$ cat src/hw/rtl/dcwm_pkg.sv
// shared types and constants for the dark channel window minimum block
// no dependencies; used by dark_channel_window_min and dcwm_min_tree

package dcwm_pkg;

  // payload widths
  localparam int PIX_W      = 8;
  localparam int ROW_W      = 11;
  localparam int CENTER_W   = 11;
  localparam int CFG_W      = 12;
  localparam int RADIUS_W   = 3;
  localparam int MAX_HEIGHT = 2048;

  // configuration port
  localparam int APB_ADDR_W = 4;
  localparam int APB_DATA_W = 32;

  typedef logic [1:0] reg_index_t;
  localparam reg_index_t REG_FRAME_WIDTH   = 2'd0;
  localparam reg_index_t REG_FRAME_HEIGHT  = 2'd1;
  localparam reg_index_t REG_WINDOW_RADIUS = 2'd2;

  // register reset values
  localparam logic [CFG_W-1:0]    FRAME_WIDTH_RESET   = 12'd640;
  localparam logic [CFG_W-1:0]    FRAME_HEIGHT_RESET  = 12'd480;
  localparam logic [RADIUS_W-1:0] WINDOW_RADIUS_RESET = 3'd7;

  // per-item result information carried down the pipeline
  typedef struct packed {
    logic                emit;
    logic [CENTER_W-1:0] center_row;
    logic [CENTER_W-1:0] center_col;
    logic                frame_end;
  } result_meta_t;

endpackage

$ cat src/hw/rtl/dcwm_min_tree.sv
// balanced minimum tree over N byte-wide values
// uses dcwm_pkg for the value width

module dcwm_min_tree #(
  parameter int N = 15
) (
  input  logic [N*dcwm_pkg::PIX_W-1:0] vals,
  output logic [dcwm_pkg::PIX_W-1:0]   min_val
);

  localparam int P = 1 << $clog2(N);

  logic [dcwm_pkg::PIX_W-1:0] node [2*P-1];

  // leaves padded with all ones, then pairwise reduction towards the root
  always_comb begin
    for (int i = 0; i < P; i++) begin
      if (i < N) begin
        node[P-1+i] = vals[i*dcwm_pkg::PIX_W +: dcwm_pkg::PIX_W];
      end else begin
        node[P-1+i] = '1;
      end
    end
    for (int i = P - 2; i >= 0; i--) begin
      node[i] = (node[2*i+1] < node[2*i+2]) ? node[2*i+1] : node[2*i+2];
    end
  end

  assign min_val = node[0];

endmodule
$ cat config.mk
export PLATFORM = sky130hd
export DESIGN_NAME = dcwm_min_tree
export DESIGN_NICKNAME = d
export VERILOG_FILES = /design/src/hw/rtl/dcwm_pkg.sv /design/src/hw/rtl/dcwm_min_tree.sv
export SDC_FILE = /design/constraint.sdc
export NUM_CORES = 1
export LEC_CHECK = 0
export BUFFER_PORTS_ARGS = -buffer_cell sky130_fd_sc_hd__buf_2
export CORE_ASPECT_RATIO = 1.25
export CORE_MARGIN = 3
export CORE_UTILIZATION = 45
export DETAILED_ROUTE_END_ITERATION = 10
export GPL_TIMING_DRIVEN = 0
export PLACE_DENSITY = 0.71
export RECOVER_POWER = 100
export SYNTH_ARGS = -nofsm -noshare
export SYNTH_HDL_FRONTEND = slang
export SYNTH_SLANG_ARGS = --single-unit
export TNS_END_PERCENT = 10
$ cat constraint.sdc
create_clock -name vclk -period 19.7
set_input_delay 3.94 -clock vclk [all_inputs]
set_output_delay 3.94 -clock vclk [all_outputs]
set_load 0.05 [all_outputs]
# ---- Word level (Yosys, flattened, before mapping)
# Cells that the tools add are included.
dict set report totals {
  reg_bits 0
  inputBits 120
  out_inout_bits 8
  elab_cells 30
}
dict set report op_classes {
  magnitude_cmp 15
  mux 15
}
# op count
set ops {}
lappend ops {{$mux W8} 15}
lappend ops {{$lt A8 B8 Y1} 14}
lappend ops {{$lt A8 B8 Y1 const B} 1}

# ---- Depth between registers and ports, before layout
# Gate-level depths: netlist of run 1.
dict set report logic_depth {
  depth_word 8
  depth_mapped 34
  ltp_nobuf 32
}

# ---- Least setup slack after synthesis of run 1
# No wires, ideal clock.
dict set report synth_timing {
  kind {input to output}
  startpoint {in vals[26] (netlist name)}
  endpoint {out min_val[0] (netlist name)}
  arrival_ns 11.264
  required_time_ns 15.760
  path_slack_ns 4.496
  cell_stages 29
  path_buffers 1
  path_cell_list {inv_1 -> ha_1 -> a21o_1 -> a31oi_1 -> o21ai_0 -> a21oi_1 -> mux2i_1 -> ha_1 -> a21o_1 -> a21o_1 -> a21oi_1 -> o21ai_0 -> a21oi_2 -> mux2i_1 -> ha_1 -> a21o_1 -> a21o_1 -> a21oi_1 -> o211ai_1 -> o31ai_4 -> mux2_2 -> ha_1 -> a21o_1 -> a211o_1 -> a211oi_1 -> a211o_1 -> a31oi_2 -> buf_4 -> o21ai_0}
}
dict set report synth_between {
  elab_chain_cells 8
}
# element line_no
set synth_lines {}
lappend synth_lines {{from (decl)} dcwm_min_tree.sv:7} ;# input logic [N*dcwm_pkg::PIX_W-1:0] vals,
lappend synth_lines {{$lt A8 B8 Y1} dcwm_min_tree.sv:25} ;# node[i] = (node[2*i+1] < node[2*i+2]) ? node[2*i+1] : node[2*i+2];
lappend synth_lines {{$mux W8 *} dcwm_min_tree.sv:25}
lappend synth_lines {{$lt A8 B8 Y1} dcwm_min_tree.sv:25}
lappend synth_lines {{$mux W8 *} dcwm_min_tree.sv:25}
lappend synth_lines {{$lt A8 B8 Y1} dcwm_min_tree.sv:25}
lappend synth_lines {{$mux W8 *} dcwm_min_tree.sv:25}
lappend synth_lines {{$lt A8 B8 Y1} dcwm_min_tree.sv:25}
lappend synth_lines {{$mux W8 *} dcwm_min_tree.sv:25}
lappend synth_lines {{to (decl)} dcwm_min_tree.sv:8} ;# output logic [dcwm_pkg::PIX_W-1:0] min_val
# Mark *: on every way between the ends. The rest lies on a longest branch, timed or not.

# ---- Worst setup path after layout of run 1
dict set report layout_timing {
  startpoint {in vals[41] (netlist name)}
  endpoint {out min_val[6] (netlist name)}
}
# The elaborated chain is that of the path after synthesis.

==> results of run 1 <==
-- cells in the final DEF, fill, tap and decap left out, drive strengths merged, types with 3 or more instances in the layout --
cell,netlist,final
and4,3,3
inv,97,97
o2111ai,3,3
o21a,11,11
a21o,19,19
o211a,5,5
buf,3,124
mux2i,32,32
o211ai,8,8
nor2,63,63
mux2,20,20
a211o,6,6
a211oi,8,8
nand2,28,28
a21boi,4,4
a31oi,11,11
o31ai,4,4
nand4,11,11
o311ai,3,3
ha,92,92
a2111oi,3,3
o21ai,36,36
nand3,17,17
a21oi,54,54
clkbuf,7,14
and2,9,9
and3,3,3
nor3b,3,3
nand2b,6,6
-- cell families after synthesis --
kind of cell | count (synthesis) | synth area share
buffers and inverters | 107 | 0.0976
multiplexers | 52 | 0.130
AO/OA/AOI/OAI | 193 | 0.324
adder cells (fa/ha/maj) | 94 | 0.280
AND/OR/NAND/NOR | 151 | 0.169
-- layer usage --
| layer | routed length, um | vias to the layer above |
|---|---|---|
| li1 | - | 2434 |
| met2 | 5990 | 100 |
| met4 | 83 | 0 |
| met3 | 392 | 6 |
| met1 | 4660 | 2127 |
| met5 | 0 | - |
-- worst max path at each step --
stage	slack [ps]	to	depth (start not counted)	startpoint
2_1_floorplan	4500	min_val[0]	29	vals[26]
3_3_place_gp	4200	min_val[6]	34	vals[41]
3_5_place_dp	4140	min_val[6]	34	vals[41]
4_1_cts	4090	min_val[6]	34	vals[41]
5_1_grt	2620	min_val[6]	34	vals[41]
6_report	3450	min_val[6]	34	vals[41]
-- synth_stat cells (2+ instances only) --
| library cell | count |
|---|---|
| a2111oi_2 | 2 |
| a211o_1 | 6 |
| a211oi_1 | 6 |
| a21boi_0 | 3 |
| a21o_1 | 19 |
| a21oi_1 | 52 |
| a22oi_1 | 2 |
| a31oi_1 | 10 |
| and2_1 | 9 |
| and3_1 | 3 |
| and4_1 | 3 |
| buf_4 | 2 |
| clkbuf_1 | 7 |
| ha_1 | 92 |
| inv_1 | 97 |
| mux2_2 | 20 |
| mux2i_1 | 32 |
| nand2_1 | 28 |
| nand2b_1 | 6 |
| nand3_1 | 17 |
| nand4_1 | 11 |
| nor2_1 | 63 |
| nor2b_1 | 2 |
| nor3_1 | 2 |
| nor3b_1 | 3 |
| o2111ai_1 | 3 |
| o211a_1 | 5 |
| o211ai_1 | 8 |
| o21a_1 | 11 |
| o21ai_0 | 33 |
| o21ai_1 | 2 |
| o22a_1 | 2 |
| o2bb2ai_1 | 2 |
| o31ai_1 | 3 |
-- critical path: cells and delay by family --
kind / cells / cell delay (ps)
AO/OA/AOI/OAI: 18 / 4530
AND/OR/NAND/NOR: 2 / 380
multiplexers: 2 / 730
adder cells (fa/ha/maj): 4 / 1190
buffers and inverters: 8 / 1510
-- power by group --
group / switching (mW) / total (mW) / leakage (nW) / internal, mW
Clock: 0 / 0 / 0 / 0
Sequential: 0 / 0 / 0 / 0
Combinational: 0.355 / 0.528 / 2.80 / 0.173
-- area by class of cell --
class,count,area (um^2),share of cell area
plain buffers,10,45.0,0.00908
well taps,120,150,0.0303
repair buffers,128,632,0.127
inverters,97,364,0.0734
multi-input cells,490,3770,0.760
==> results.txt, run 1 <==
Yosys cell types - 65
Setup crit end kind - primary output
Hold path depth - 6
GR peak layer - met2
Met3 global-route usage - 0.00462
Period utilization - 0.825
Period minus WS final - 16,250 ps
Clock buffers - 0
Post-CTS setup buffer count - 0
Post_cts resized - 0
Seq Cell Count - 0
Die Span X - 92.4 um
Post-Synthesis Cell Area - 4190 um^2
Register area - 0 um^2
Crit path kind - primary input to primary output
# port buffers - 128
Final Wtd Congestion - 0.923
M2 GR Usage - 0.419
Design Area, Final - 4960 um^2
Worst EP required - 15,760 ps
Initial antenna violation count - 0
Final-report max-slew violation count - 0
Final std cells w/o fill - 845
Vias - 4,667
Leak - 2.80 nW
Area leader, netlist - ha_1
DR pass1 iterations - 4
Initial drt markers - 102
Site Rows - 38
Drt wl/cell - 13.2 um
Critical Path Fanout Max - 10
Layout Nets - 939
RSZ-0062 raised after global routing - no
Worst hold margin - 8670 ps
Top cells by area, synth - ha_1, inv_1, mux2i_1
Setup TNS - 0 ps
Fill count - 912
Register area share after synthesis - 0
Antenna fix cells - 0
Layout cells sized above 1 - 0.218
Cells after Synth - 597
WP data arrival - 12,310 ps
Die height - 114 um
I/O pins - 128
First-pass GRT wire length - 18.7 mm
P&R area growth vs syn - 18.3%
Max Freq - 0.0615 GHz
Worst Hold End - min_val[5]
PD cells - 106 nW/um^2
Initial Util - 0.472
Die area - 10,500 um^2
Mean Syn Cell Area - 7.03 um^2
Residual DRC count - 0
Tot Pwr - 0.528 mW
Antenna-violating nets left - 0
Max stage delay on crit path - 920 ps
Placed instance count - 845
Via/cell ratio - 5.52
Core area - 8890 um^2
Hold Startpoint - vals[69]
Max-Cap Viols - 0
Final WS setup - 3450 ps
Post-synth net total - 809
GRT Util Overall - 0.203
Pre-CTS WS - 4140 ps
Hold WC Path Type - primary input to primary output
Dpl cell area - 4980 um^2
Largest net degree at the start of global routing - 11
Vias in the first global route - 4,578
Synth top area share - 0.274
Crit-path most repeated cell - ha_1
GR Overflow Total - 0
Peak VDD IR - 244 uV
Slowest CP cell - o31ai_1
Rel. slew slack - 0.292
Final core utilization - 0.558
Routed WL - 11.1 mm
Post-DP HPWL - 10.2 mm
Status - finished clean
M1 GR Usage - 0.235
Hold Violations, Final - 0
Worst setup SP type - primary input
Warnings from Yosys - 0
Setup Viol. Count Final - 0
# hold bufs at CTS - 0
Slew @ Worst Pin - 1050 ps
Note: power is estimated with default switching activity, not from simulation.
==> inputs of run 2 (changes only) <==
==> constraint.sdc (replaced) <==
create_clock -name vclk -period 16.3
set_input_delay 3.26 -clock vclk [all_inputs]
set_output_delay 3.26 -clock vclk [all_outputs]
set_load 0.05 [all_outputs]
==> results.txt, run 2 (synthesis gave the netlist of run 1 again) <==
Status - finished clean
Multi-input logic area - 3770 um^2 (unchanged)
Most frequent cells in the layout - buf_2, inv_1, ha_1, nor2_1, a21oi_1
Slew @ Worst Pin - 1050 ps (-0.0470 ps)
Post_cts resized - 0 (unchanged)
Core area - 8890 um^2 (unchanged)
Antenna fix cells - 0 (unchanged)
Initial antenna violation count - 0 (unchanged)
# port buffers - 128 (unchanged)
Worst setup SP type - primary input
WP data arrival - 11,610 ps (-700 ps)
Leak - 2.81 nW (+0.19%)
Peak VDD IR - 295 uV (+21%)
Layout cells sized above 1 - 0.221 (+0.00276)
GRT Util Overall - 0.203 (unchanged)
Final Wtd Congestion - 0.923 (unchanged)
Die height - 114 um (unchanged)
Initial Util - 0.472 (unchanged)
RSZ-0062 raised after global routing - no
Most common cell after layout, fill and taps aside - buf_2
Rel. slew slack - 0.292 (about the same)
Largest net degree at the start of global routing - 11 (unchanged)
Clock buffers - 0 (unchanged)
Post-CTS setup buffer count - 0 (unchanged)
PD cells - 129 nW/um^2 (+21%)
Slowest CP cell - o31ai_1
Worst EP required - 13,040 ps (-2720 ps)
Hold Violations, Final - 0 (unchanged)
Die Span X - 92.4 um (unchanged)
Design Area, Final - 4960 um^2 (about the same)
Final-report max-slew violation count - 0 (unchanged)
First-pass GRT wire length - 18.7 mm (unchanged)
Post-DP HPWL - 10.2 mm (unchanged)
Setup crit end kind - primary output
Hold WC Path Type - primary input to primary output
Fill count - 912 (unchanged)
Antenna-violating nets left - 0 (unchanged)
Hold Startpoint - vals[69]
Vias - 4,669 (+0.043%)
Routed WL - 11.1 mm (about the same)
Layout Nets - 939 (unchanged)
Vias in the first global route - 4,578 (unchanged)
GR Overflow Total - 0 (unchanged)
# hold bufs at CTS - 0 (unchanged)
Site Rows - 38 (unchanged)
Die area - 10,500 um^2 (unchanged)
Critical Path Fanout Max - 10 (unchanged)
Via/cell ratio - 5.53 (about the same)
Period minus WS final - 14,870 ps
Setup Viol. Count Final - 0 (unchanged)
Dpl cell area - 4980 um^2 (unchanged)
Crit path from - vals[41]
Period utilization - 0.912
Seq Cell Count - 0 (unchanged)
Setup TNS - 0 ps (unchanged)
Crit-path most repeated cell - ha_1
Drt wl/cell - 13.2 um (about the same)
P&R area growth vs syn - 18.4% (about the same)
Register area - 0 um^2 (unchanged)
DR pass1 iterations - 4 (unchanged)
Max stage delay on crit path - 920 ps (about the same)
I/O pins - 128 (unchanged)
Initial drt markers - 98 (-3.9%)
Max Freq - 0.0673 GHz
Crit path kind - primary input to primary output
Max-Cap Viols - 0 (unchanged)
Residual DRC count - 0 (unchanged)
run 2: routing by layer:
layer,wire length [um],track usage,share of wire,vias to the layer above
met4,83,0.0178,0.0075,0
li1,-,-,-,2434
met3,395,0.00462,0.035,6
met1,4660,0.235,0.42,2127
met2,5990,0.419,0.54,102
met5,0,0,0,-
run 2: final cells by class:
class | count | share of cell area
buffer | 10 | 0.00907
timing repair buffer | 128 | 0.128
multi-input combinational | 490 | 0.760
inverter | 97 | 0.0733
tap | 120 | 0.0302
run 2: stage by stage:
step | hold slack [ps] | power (mW) | util | worst slack (ps) | cells
floorplan | 7190 | 0.506 | - | 2460 | 597
global placement | 7320 | 0.642 | 0.561 | 2160 | 845
detailed placement | 7320 | 0.653 | 0.561 | 2100 | 845
CTS | 7320 | 0.656 | 0.561 | 2050 | 845
global route | 7360 | 0.709 | 0.558 | 644 | 845
finish | 7310 | 0.642 | 0.558 | 1430 | 845
run 2: power breakdown:
| part | internal [mW] | leakage [nW] | total [mW] | switching, mW |
|---|---|---|---|---|
| clock | 0 | 0 | 0 | 0 |
| sequential | 0 | 0 | 0 | 0 |
| combinational | 0.212 | 2.81 | 0.642 | 0.429 |
run 2: final timing paths:
path	end	cells after the start	slack [ps]
worst max-delay path	min_val[3]	34	1430
worst min-delay path	min_val[5]	6	7310
run 2: worst max-delay path, delay by kind of cell:
family / cells / cell delay, ps
compound gates: 18 / 4510
buf+inv: 8 / 1500
simple gates: 2 / 380
fa+ha+maj: 4 / 1190
mux: 2 / 730
